File: config.mk
export PLATFORM = sky130hd
export DESIGN_NAME = crc32_record_frame_validator_core_flat
export DESIGN_NICKNAME = d
export VERILOG_FILES = /design/src/rtl/core/crfv_pkg.sv /design/src/rtl/core/crfv_req_if.sv /design/src/rtl/core/crfv_rsp_if.sv /design/src/rtl/core/crfv_front.sv /design/src/rtl/core/crfv_queue.sv /design/src/rtl/core/crfv_back.sv /design/src/rtl/core/crc32_record_frame_validator_core.sv /design/src/flat_wrapper.sv
export SDC_FILE = /design/constraint.sdc
export NUM_CORES = 1
export LEC_CHECK = 0
export ABC_AREA = 1
export BUFFER_PORTS_ARGS = -buffer_cell sky130_fd_sc_hd__buf_2
export CAP_MARGIN = 30
export CELL_PAD_IN_SITES_DETAIL_PLACEMENT = 0
export CELL_PAD_IN_SITES_GLOBAL_PLACEMENT = 1
export CORE_ASPECT_RATIO = 1.4
export CORE_MARGIN = 8
export CORE_UTILIZATION = 48
export CTS_CLUSTER_SIZE = 24
export DETAILED_ROUTE_END_ITERATION = 10
export GPL_ROUTABILITY_DRIVEN = 1
export PLACE_DENSITY_LB_ADDON = 0.1
export SYNTH_ARGS = -nofsm -noshare
export SYNTH_HDL_FRONTEND = slang
export SYNTH_SLANG_ARGS = --single-unit
File: constraint.sdc
create_clock -name clock -period 7.1 [get_ports clock]
set_input_delay 1.065 -clock clock [delete_from_list [all_inputs] [get_ports clock]]
set_output_delay 1.065 -clock clock [all_outputs]
set_load 0.05 [all_outputs]
File: src/rtl/core/crfv_pkg.sv
// Shared constants, types and the CRC byte step for the framed record checker.
package crfv_pkg;

   localparam int MAX_RECORD_BYTES = 4096;
   localparam int HEADER_BYTES     = 20;
   localparam int TRAILER_BYTES    = 4;
   localparam int LEN_MAX          = MAX_RECORD_BYTES - HEADER_BYTES - TRAILER_BYTES;
   localparam int POS_W            = $clog2(MAX_RECORD_BYTES + 1);

   localparam logic [31:0] CRC_POLY       = 32'hEDB88320;
   localparam logic [31:0] CRC_INIT       = 32'hFFFFFFFF;
   localparam logic [7:0]  RECORD_VERSION = 8'd1;

   localparam int QUEUE_DEPTH = 4;
   localparam int QPTR_W      = $clog2(QUEUE_DEPTH);

   localparam int CSR_ADDR_W = 3;
   localparam int CSR_DATA_W = 32;
   localparam logic CSR_IDX_MAGIC = 1'b0;

   typedef enum logic [2:0] {
      ST_OK       = 3'd0,
      ST_SHORT    = 3'd1,
      ST_MAGIC    = 3'd2,
      ST_VERSION  = 3'd3,
      ST_OVERRUN  = 3'd4,
      ST_CRC      = 3'd5
   } status_type;

   typedef enum logic [1:0] {
      HE_NONE    = 2'd0,
      HE_MAGIC   = 2'd1,
      HE_VERSION = 2'd2
   } herr_type;

   // one classified byte on its way from the front to the back
   typedef struct packed {
      logic [7:0]  data_byte;
      logic        do_crc;
      logic        do_gen;
      logic        do_trailer;
      logic        crc_latch;
      logic        last;
      status_type  pre_status;   // ST_OK here means the CRC still decides
      logic [11:0] payload_length;
   } entry_type;

   function automatic logic [31:0] crc_byte(input logic [31:0] crc, input logic [7:0] b);
      logic [31:0] c;
      c = crc ^ {24'd0, b};
      for (int k = 0; k < 8; k++) begin
         c = (c >> 1) ^ (CRC_POLY & {32{c[0]}});
      end
      return c;
   endfunction

endpackage

File: src/rtl/core/crfv_req_if.sv
// Request channel: one record byte per transfer.
interface crfv_req_if;
   logic       valid;
   logic       ready;
   logic [7:0] data_byte;
   logic       last_byte;

   modport source (output valid, output data_byte, output last_byte, input ready);
   modport sink   (input valid, input data_byte, input last_byte, output ready);
endinterface

File: src/rtl/core/crfv_rsp_if.sv
// Response channel: one check result per record.
interface crfv_rsp_if;
   logic        valid;
   logic        ready;
   logic [2:0]  record_status;
   logic [63:0] generation;
   logic [11:0] payload_length;

   modport source (output valid, output record_status, output generation,
                   output payload_length, input ready);
   modport sink   (input valid, input record_status, input generation,
                   input payload_length, output ready);
endinterface

File: src/rtl/core/crfv_front.sv
// Front end: byte counting, header checks, length capture and byte classification.
module crfv_front (
   input  logic                clock,
   input  logic                reset,
   crfv_req_if.sink            req_chan,
   input  logic                queue_full,
   input  logic [31:0]         magic_word,
   output logic                push,
   output crfv_pkg::entry_type push_entry
);
   import crfv_pkg::*;

   logic [POS_W-1:0] pos_ff, pos_in;
   logic [31:0]      length_ff, length_in;
   herr_type         herr_ff, herr_in;

   logic [POS_W-1:0] p;
   logic [POS_W-1:0] len_p;
   logic [POS_W-1:0] rlen;
   logic             len_ok;
   logic [7:0]       b;
   logic [7:0]       want;
   status_type       status;

   assign req_chan.ready = !queue_full;
   assign push           = req_chan.valid && !queue_full;
   assign p              = pos_ff;
   assign b              = req_chan.data_byte;

   always_comb begin
      unique case (p[1:0])
         2'd0:    want = magic_word[31:24];
         2'd1:    want = magic_word[23:16];
         2'd2:    want = magic_word[15:8];
         default: want = magic_word[7:0];
      endcase
   end

   always_comb begin
      herr_in   = herr_ff;
      length_in = length_ff;
      if (p < POS_W'(4)) begin
         if (b != want && herr_ff == HE_NONE) herr_in = HE_MAGIC;
      end else if (p == POS_W'(4)) begin
         if (b != RECORD_VERSION && herr_ff == HE_NONE) herr_in = HE_VERSION;
      end else if (p < POS_W'(8)) begin
         if (b != 8'd0 && herr_ff == HE_NONE) herr_in = HE_VERSION;
      end else if (p >= POS_W'(16) && p < POS_W'(HEADER_BYTES)) begin
         length_in = {length_ff[23:0], b};
      end

      pos_in = (pos_ff < POS_W'(MAX_RECORD_BYTES)) ? pos_ff + POS_W'(1) : pos_ff;
      rlen   = pos_in;
      len_ok = (length_in <= 32'(LEN_MAX));
      len_p  = len_ok ? length_in[POS_W-1:0] : '0;

      push_entry.data_byte  = b;
      push_entry.last       = req_chan.last_byte;
      push_entry.do_gen     = (p >= POS_W'(8)) && (p < POS_W'(16));
      push_entry.do_crc     = 1'b0;
      push_entry.do_trailer = 1'b0;
      if (p < POS_W'(HEADER_BYTES)) begin
         push_entry.do_crc = 1'b1;
      end else if (len_ok) begin
         if (p < POS_W'(HEADER_BYTES) + len_p)
            push_entry.do_crc = 1'b1;
         else if (p < POS_W'(HEADER_BYTES + TRAILER_BYTES) + len_p)
            push_entry.do_trailer = 1'b1;
      end
      push_entry.crc_latch = len_ok && (p >= POS_W'(HEADER_BYTES - 1))
                             && (p == POS_W'(HEADER_BYTES - 1) + len_p);

      priority if (rlen < POS_W'(HEADER_BYTES + TRAILER_BYTES))
         status = ST_SHORT;
      else if (herr_in == HE_MAGIC)
         status = ST_MAGIC;
      else if (herr_in != HE_NONE)
         status = ST_VERSION;
      else if (!len_ok || len_p > rlen - POS_W'(HEADER_BYTES + TRAILER_BYTES))
         status = ST_OVERRUN;
      else
         status = ST_OK;
      push_entry.pre_status     = status;
      push_entry.payload_length = (status == ST_OK) ? length_in[11:0] : 12'd0;
   end

   always_ff @(posedge clock) begin
      if (reset) begin
         pos_ff    <= '0;
         length_ff <= '0;
         herr_ff   <= HE_NONE;
      end else if (push) begin
         if (req_chan.last_byte) begin
            pos_ff    <= '0;
            length_ff <= '0;
            herr_ff   <= HE_NONE;
         end else begin
            pos_ff    <= pos_in;
            length_ff <= length_in;
            herr_ff   <= herr_in;
         end
      end
   end

endmodule

File: src/rtl/core/crfv_queue.sv
// Small FIFO of classified bytes between front and back.
module crfv_queue (
   input  logic                clock,
   input  logic                reset,
   input  logic                push,
   input  crfv_pkg::entry_type push_entry,
   output logic                full,
   input  logic                pop,
   output logic                head_valid,
   output crfv_pkg::entry_type head
);
   import crfv_pkg::*;

   entry_type         slot_ff [QUEUE_DEPTH];
   logic [QPTR_W-1:0] wptr_ff, wptr_in;
   logic [QPTR_W-1:0] rptr_ff, rptr_in;
   logic [QPTR_W:0]   count_ff, count_in;

   assign full       = (count_ff == (QPTR_W + 1)'(QUEUE_DEPTH));
   assign head_valid = (count_ff != '0);
   assign head       = slot_ff[rptr_ff];

   always_comb begin
      wptr_in  = push ? wptr_ff + QPTR_W'(1) : wptr_ff;
      rptr_in  = pop  ? rptr_ff + QPTR_W'(1) : rptr_ff;
      count_in = count_ff + (QPTR_W + 1)'(push) - (QPTR_W + 1)'(pop);
   end

   always_ff @(posedge clock) begin
      if (reset) begin
         wptr_ff  <= '0;
         rptr_ff  <= '0;
         count_ff <= '0;
      end else begin
         wptr_ff  <= wptr_in;
         rptr_ff  <= rptr_in;
         count_ff <= count_in;
      end
      if (push) slot_ff[wptr_ff] <= push_entry;
   end

endmodule

File: src/rtl/core/crfv_back.sv
// Back end: CRC, generation and trailer registers, final compare and result register.
module crfv_back (
   input  logic                clock,
   input  logic                reset,
   input  logic                head_valid,
   input  crfv_pkg::entry_type head,
   output logic                pop,
   crfv_rsp_if.source          rsp_chan
);
   import crfv_pkg::*;

   logic [31:0] crc_ff, crc_in;
   logic [63:0] gen_ff, gen_in;
   logic [31:0] trailer_ff, trailer_in;
   logic [31:0] latched_ff, latched_in;

   logic        out_valid_ff, out_valid_in;
   status_type  out_status_ff, status;
   logic [63:0] out_gen_ff;
   logic [11:0] out_len_ff;

   // non-final bytes never need the result register
   assign pop = head_valid && (!head.last || !out_valid_ff || rsp_chan.ready);

   always_comb begin
      crc_in     = head.do_crc ? crc_byte(crc_ff, head.data_byte) : crc_ff;
      gen_in     = head.do_gen ? {gen_ff[55:0], head.data_byte} : gen_ff;
      trailer_in = head.do_trailer ? {trailer_ff[23:0], head.data_byte} : trailer_ff;
      latched_in = head.crc_latch ? ~crc_in : latched_ff;
      if (head.pre_status != ST_OK)
         status = head.pre_status;
      else if (trailer_in != latched_in)
         status = ST_CRC;
      else
         status = ST_OK;
      if (pop && head.last)
         out_valid_in = 1'b1;
      else if (rsp_chan.ready)
         out_valid_in = 1'b0;
      else
         out_valid_in = out_valid_ff;
   end

   always_ff @(posedge clock) begin
      if (reset) begin
         crc_ff       <= CRC_INIT;
         gen_ff       <= '0;
         trailer_ff   <= '0;
         latched_ff   <= '0;
         out_valid_ff <= 1'b0;
      end else begin
         out_valid_ff <= out_valid_in;
         if (pop) begin
            if (head.last) begin
               crc_ff     <= CRC_INIT;
               gen_ff     <= '0;
               trailer_ff <= '0;
               latched_ff <= '0;
            end else begin
               crc_ff     <= crc_in;
               gen_ff     <= gen_in;
               trailer_ff <= trailer_in;
               latched_ff <= latched_in;
            end
         end
      end
      if (pop && head.last) begin
         out_status_ff <= status;
         out_gen_ff    <= (status == ST_SHORT || status == ST_MAGIC
                           || status == ST_VERSION) ? 64'd0 : gen_in;
         out_len_ff    <= (status == ST_OK) ? head.payload_length : 12'd0;
      end
   end

   assign rsp_chan.valid          = out_valid_ff;
   assign rsp_chan.record_status  = out_status_ff;
   assign rsp_chan.generation     = out_gen_ff;
   assign rsp_chan.payload_length = out_len_ff;

endmodule

File: src/rtl/core/crc32_record_frame_validator_core.sv
// Top level of the framed record checker: register port, front, queue and back.
//
// Requests carry one record byte each (data_byte) with last_byte set on the
// final byte. The header holds the magic (compared against magic_word),
// version 1, three zero bytes, a big-endian generation and a 32-bit payload
// length; a big-endian reflected CRC-32 over header and payload follows the
// payload. Bytes past the trailer are counted but otherwise ignored.
// One response per record is produced for the last byte: record_status,
// generation and payload_length. Errors rank short, magic, version or
// reserved, length overrun, CRC mismatch.
// Throughput: one byte per cycle while the queue is not full, set by the
// byte-wide CRC update in the back. The last byte is queued; when it is at the
// head and the response register is free, its result moves into that register.
// When the response is stalled the front keeps taking bytes until the queue
// fills. magic_word sits at byte address 0 and resets to zero; write it
// only while no record is in flight. Synchronous reset clears all record state.
module crc32_record_frame_validator_core (
   input  logic                                clock,
   input  logic                                reset,
   crfv_req_if.sink                            req_chan,
   crfv_rsp_if.source                          rsp_chan,
   input  logic                                csr_psel,
   input  logic                                csr_penable,
   input  logic                                csr_pwrite,
   input  logic [crfv_pkg::CSR_ADDR_W-1:0]     csr_paddr,
   input  logic [crfv_pkg::CSR_DATA_W-1:0]     csr_pwdata,
   output logic [crfv_pkg::CSR_DATA_W-1:0]     csr_prdata,
   output logic                                csr_pready
);
   import crfv_pkg::*;

   logic [31:0] magic_ff;
   logic        push;
   entry_type   push_entry;
   logic        queue_full;
   logic        pop;
   logic        head_valid;
   entry_type   head;
   logic        csr_write;

   assign csr_pready = 1'b1;
   assign csr_write  = csr_psel && csr_penable && csr_pwrite;
   assign csr_prdata = (csr_paddr[2] == CSR_IDX_MAGIC) ? magic_ff : '0;

   always_ff @(posedge clock) begin
      if (reset) begin
         magic_ff <= '0;
      end else if (csr_write && csr_paddr[2] == CSR_IDX_MAGIC) begin
         magic_ff <= csr_pwdata;
      end
   end

   crfv_front u_front (
      .clock      (clock),
      .reset      (reset),
      .req_chan   (req_chan),
      .queue_full (queue_full),
      .magic_word (magic_ff),
      .push       (push),
      .push_entry (push_entry)
   );

   crfv_queue u_queue (
      .clock      (clock),
      .reset      (reset),
      .push       (push),
      .push_entry (push_entry),
      .full       (queue_full),
      .pop        (pop),
      .head_valid (head_valid),
      .head       (head)
   );

   crfv_back u_back (
      .clock      (clock),
      .reset      (reset),
      .head_valid (head_valid),
      .head       (head),
      .pop        (pop),
      .rsp_chan   (rsp_chan)
   );

endmodule

File: src/flat_wrapper.sv
// flat-port wrapper written by rule: the top's interface ports become plain ports
module crc32_record_frame_validator_core_flat import crfv_pkg::*;
  (clock, reset, csr_psel, csr_penable, csr_pwrite, csr_paddr, csr_pwdata, csr_prdata, csr_pready, req_chan_valid, req_chan_data_byte, req_chan_last_byte, req_chan_ready, rsp_chan_valid, rsp_chan_record_status, rsp_chan_generation, rsp_chan_payload_length, rsp_chan_ready);
  crfv_req_if req_chan_i ();
  crfv_rsp_if rsp_chan_i ();
  input  logic clock;
  input  logic reset;
  input  logic csr_psel;
  input  logic csr_penable;
  input  logic csr_pwrite;
  input  logic [crfv_pkg::CSR_ADDR_W-1:0] csr_paddr;
  input  logic [crfv_pkg::CSR_DATA_W-1:0] csr_pwdata;
  output logic [crfv_pkg::CSR_DATA_W-1:0] csr_prdata;
  output logic csr_pready;
  input wire logic [$bits(req_chan_i.valid)-1:0] req_chan_valid;
  input wire logic [$bits(req_chan_i.data_byte)-1:0] req_chan_data_byte;
  input wire logic [$bits(req_chan_i.last_byte)-1:0] req_chan_last_byte;
  output wire logic [$bits(req_chan_i.ready)-1:0] req_chan_ready;
  output wire logic [$bits(rsp_chan_i.valid)-1:0] rsp_chan_valid;
  output wire logic [$bits(rsp_chan_i.record_status)-1:0] rsp_chan_record_status;
  output wire logic [$bits(rsp_chan_i.generation)-1:0] rsp_chan_generation;
  output wire logic [$bits(rsp_chan_i.payload_length)-1:0] rsp_chan_payload_length;
  input wire logic [$bits(rsp_chan_i.ready)-1:0] rsp_chan_ready;
  assign req_chan_i.valid = req_chan_valid;
  assign req_chan_i.data_byte = req_chan_data_byte;
  assign req_chan_i.last_byte = req_chan_last_byte;
  assign req_chan_ready = req_chan_i.ready;
  assign rsp_chan_valid = rsp_chan_i.valid;
  assign rsp_chan_record_status = rsp_chan_i.record_status;
  assign rsp_chan_generation = rsp_chan_i.generation;
  assign rsp_chan_payload_length = rsp_chan_i.payload_length;
  assign rsp_chan_i.ready = rsp_chan_ready;
  crc32_record_frame_validator_core u_core (.clock(clock), .reset(reset), .req_chan(req_chan_i), .rsp_chan(rsp_chan_i), .csr_psel(csr_psel), .csr_penable(csr_penable), .csr_pwrite(csr_pwrite), .csr_paddr(csr_paddr), .csr_pwdata(csr_pwdata), .csr_prdata(csr_prdata), .csr_pready(csr_pready));
endmodule
==> results.py <==
metrics = {
    "outcome": {
        "status": "complete, no violations",
    },
    "synth": {
        "synth-async-reset-ratio": 0,
        "synth_edf_count": 191,
        "yosys_register_bits": 440,
        "synth_mux_area_frac": 0.00384,
        "synth_ff_type": "dfxtp_1",
        "synth_top_area_frac": 0.244,
        "seq_area_frac_synth": 0.457,
        "avgSynthCellArea_um2": 7.36,
        "synth.distinct_cells": 53,
        "synth_top_cell_by_area": "edfxtp_1",
        "synth_nets": 3293,
        "yosys_warnings": 0,
        "synth_xor_area_frac": 0.0194,
        "synthCells": 3190,
        "netlist_top_cells_area": "edfxtp_1 (24%), dfxtp_1 (21%), nand2_1 (17%)",
        "synth_fa_ha_area_frac": 0.0280,
        "syn_area_um2": 23500,
        "synth_top_family_by_area": "simple AND/OR/NAND/NOR gates",
        "synth-simple-area-share": 0.285,
        "synth_compound_area_frac": 0.119,
    },
    "drt": {
        "ant_nets": 0,
        "avgRoutedWirePerCell_um": 17.5,
        "drc": 0,
        "vias": 21000,
        "drtIter0Drc": 1436,
        "viasPerCell": 5.33,
        "first_pass_iters": 5,
        "wl_um": 69000,
    },
    "timing": {
        "drv_slew": 0,
        "timing.fmax_ghz": 0.170,
        "slew_headroom": 0.341,
        "hold_viol_final": 0,
        "fin_tns_setup_ps": 0,
        "worst_pin_slew_ps": 989,
        "holdWs_ps": 460,
        "min_period_over_period": 0.826,
        "finalCriticalPeriod_ps": 5870,
        "rsz0062_at_grt": "false",
        "setup_ws_ps": 1230,
        "finClkSkew_ps": 27.7,
        "setup_violations": 0,
    },
    "pwr": {
        "power_density_nw_per_um2": 486,
        "p_clk_frac": 0.200,
        "pwr-share-seq": 0.280,
        "swShare": 0.493,
        "power_mw": 12.8,
        "switchingPower_mw": 6.32,
        "combPwrFrac": 0.520,
        "ir_drop_uv": 354,
        "p_int_mw": 6.49,
        "p_leak_nw": 11.5,
    },
    "critical_path": {
        "crit_required_ps": 7530,
        "startpoint_type": "register",
        "crit_type": "reg -> reg",
        "crit_buf_inv": 1,
        "critPathMaxStageDelay_ps": 500,
        "ff2ff_path_depth": 24,
        "path_common_cell": "nand2_1",
        "r2r_start": "u_core.u_front.p[8]$_SDFFE_PP0P_",
        "cp_max_fo": 42,
        "path_cells": "nor2_1 -> nand2_1 -> nor2_8 -> nand3_4 -> nand2_1 -> nand2_1 -> inv_1 -> nand2_2 -> nor2_4 -> nand3_2 -> nand2_4 -> nor2_1 -> ha_1 -> o21ai_0 -> o21ai_0 -> o21ai_0 -> ha_1 -> a21oi_1 -> o21ai_0 -> a21oi_1 -> nor2_1 -> nor3_1 -> nand2_1 -> nand2_1",
        "cp_top_family": "simple AND/OR/NAND/NOR gates",
        "rr_endpoint": "u_core.u_queue.slot_ff[3][19]$_DFFE_PP_",
        "slowest_stage": "nand3_4",
        "ff2ff_setup_slack_ps": 1230,
        "crit_arrival_ps": 6300,
        "worst_setup_path_end_kind": "register",
    },
    "grt": {
        "antenna_found_initial": 1,
        "grt_pass1_wl_um": 108000,
        "grt_use_total": 0.238,
        "grt_pass1_vias": 20100,
        "grtUsageMet1": 0.273,
        "grt-ovfl-total": 0,
        "grt_max_degree": 91,
        "met3_usage": 0.0295,
        "grt_use_met2": 0.437,
        "grt-busiest-layer": "met2",
    },
    "final_layout": {
        "final_area_um2": 26300,
        "finalNonFillerCells": 3948,
        "drive_above_1_share": 0.107,
        "finalNetCount": 3374,
        "area_delta_synth_final_pct": 12.2,
        "final_util": 0.542,
        "final.fill_count": 4681,
    },
    "clock_network": {
        "cts.sinks": 440,
        "cts_setup_buffers": 0,
        "holdBufCountCts": 0,
        "clk_pin_slew_ps": 60,
        "clock_latency_ps": 600,
        "cts_tree": "done",
        "ctsResizeCount": 0,
        "htree_levels": 2,
        "root_buffer": "clkbuf_16",
        "cts_buffers": 46,
        "cts_buffer_depth": 3,
    },
    "floorplan": {
        "die_area_um2": 56300,
        "core_area_um2": 48600,
        "die_y_um": 278,
        "initial_core_util": 0.482,
        "rows": 96,
        "fp.dieW_um": 203,
        "io_pins": 165,
    },
    "worst_hold_path": {
        "min_to": "u_core.u_back.trailer_ff[10]$_SDFFE_PP0P_",
        "hold-path-cell-count": 2,
        "hold_start": "u_core.u_back.trailer_ff[10]$_SDFFE_PP0P_",
        "hold_class": "reg -> reg",
    },
    "place": {
        "postPlaceCellArea_um2": 24700,
        "io_buffer_count": 161,
        "place_hpwl_um": 48000,
        "gp_congestion": 0.941,
        "dp_cells": 3860,
        "post-place-ws_ps": 1240,
    },
    "run": {
        "drv_cap": 0,
    },
}
## synthesized netlist by cell type (all sizes together), types with 16 or more instances
master	number
or2	17
nand3	208
xor2	40
o21ai	157
a21oi	281
dfxtp	249
nand2	1099
nor3	16
nor2	194
clkbuf	116
buf	44
ha	51
edfxtp	191
nand4	55
o211ai	25
inv	361
## state kept, by name, summed over array words and instances, names as in the netlist, named ones only
register                               cells
u_core.u_back.trailer_ff                  32
u_core.u_queue.slot_ff                   112
u_core.u_queue.rptr_ff                     2
u_core.u_back.crc_ff                      32
u_core.u_front.length_ff                  32
u_core.u_front.herr_ff                     2
u_core.u_front.p                          13
u_core.u_queue.count_ff                    3
u_core.u_back.rsp_chan.generation         64
u_core.u_back.rsp_chan.payload_length     12
u_core.u_back.gen_ff                      64
u_core.u_back.rsp_chan.valid               1
u_core.u_queue.wptr_ff                     2
u_core.u_back.latched_ff                  32
u_core.u_back.rsp_chan.record_status       3
u_core.magic_ff                           32
## layout by cell type, fill, tap and decap left out, types with 4 or more instances in the layout
master     count
a21oi_1      279
a32o_1        14
buf_2        160
buf_4         29
bufinv_16      6
clkbuf_1      11
clkbuf_16     46
clkbuf_8       4
clkinv_1       5
clkinv_2       7
dfxtp_1      248
edfxtp_1     191
ha_1          51
inv_1        352
inv_2          7
mux2_2         8
nand2_1     1080
nand2_2       17
nand3_1      204
nand3b_1       9
nand4_1       55
nor2_1       166
nor2_2        22
nor2_4         5
nor3_1        16
o211ai_1      25
o21ai_0      148
o21ai_1        4
o21ai_2        5
o21bai_1       4
o221ai_1       8
o22ai_1        6
or2_1          5
or2_2         11
xnor2_1       12
xor2_1        40
## logic make-up after synthesis
| kind of cell | count (synthesis) |
|---|---|
| multiplexers | 8 |
| AO/OA/AOI/OAI | 509 |
| XOR/XNOR | 52 |
| flip-flops | 440 |
| buffers and inverters | 524 |
| AND/OR/NAND/NOR | 1603 |
| other | 2 |
| adder cells (fa/ha/maj) | 52 |
## routing by layer
layer / share of wire / up-vias
met1: 0.39 / 9792
li1: - / 10500
met3: 0.047 / 150
met4: 0.042 / 0
met2: 0.52 / 575
met5: 0 / -
## worst min-delay path: cells and delay by family (launching register included)
family / cells / cell delay (ps)
AND/OR/NAND/NOR: 1 / 60
AO/OA/AOI/OAI: 1 / 50
flip-flops: 1 / 310
## worst max path at each step
stage	slack, ps	endpoint	cells past startpoint	startpoint
finish	1230	u_core.u_queue.slot_ff[3][19]$_DFFE_PP_	24	u_core.u_front.p[8]$_SDFFE_PP0P_
global route	720	u_core.u_queue.slot_ff[3][19]$_DFFE_PP_	24	u_core.u_front.p[6]$_SDFFE_PP0P_
CTS	1200	u_core.u_queue.slot_ff[1][17]$_DFFE_PP_	23	u_core.u_front.p[8]$_SDFFE_PP0P_
detailed placement	1240	u_core.u_queue.slot_ff[0][17]$_DFFE_PP_	24	u_core.u_front.p[8]$_SDFFE_PP0P_
global placement	1160	u_core.u_queue.slot_ff[2][17]$_DFFE_PP_	24	u_core.u_front.p[8]$_SDFFE_PP0P_
floorplan	2930	u_core.u_queue.slot_ff[0][17]$_DFFE_PP_	21	req_chan_data_byte[3]
## power groups by stage
| stage | combinational (mW) | sequential [mW] | clock [mW] |
|---|---|---|---|
| final | 6.67 | 3.58 | 2.56 |
| after CTS | 6.69 | 3.58 | 2.62 |
| after global routing | 7.37 | 3.64 | 2.71 |
| after floorplan | 4.05 | 4.39 | 0 |
| after global placement | 6.50 | 3.65 | 0 |
| after detailed placement | 6.66 | 3.63 | 0 |
## layout make-up
type,count,area [µm²],share of cell area
Timing Repair Buffer,193,1100,0.0419
Antenna cell,2,5.00,0.000190
Clock buffer,61,1250,0.0474
Multi-Input combinational cell,2226,10700,0.408
Inverter,364,1370,0.0520
Tap cell,637,797,0.0303
Sequential cell,440,10700,0.407
Clock inverter,25,363,0.0138
Power figures use the tool's default switching activity.
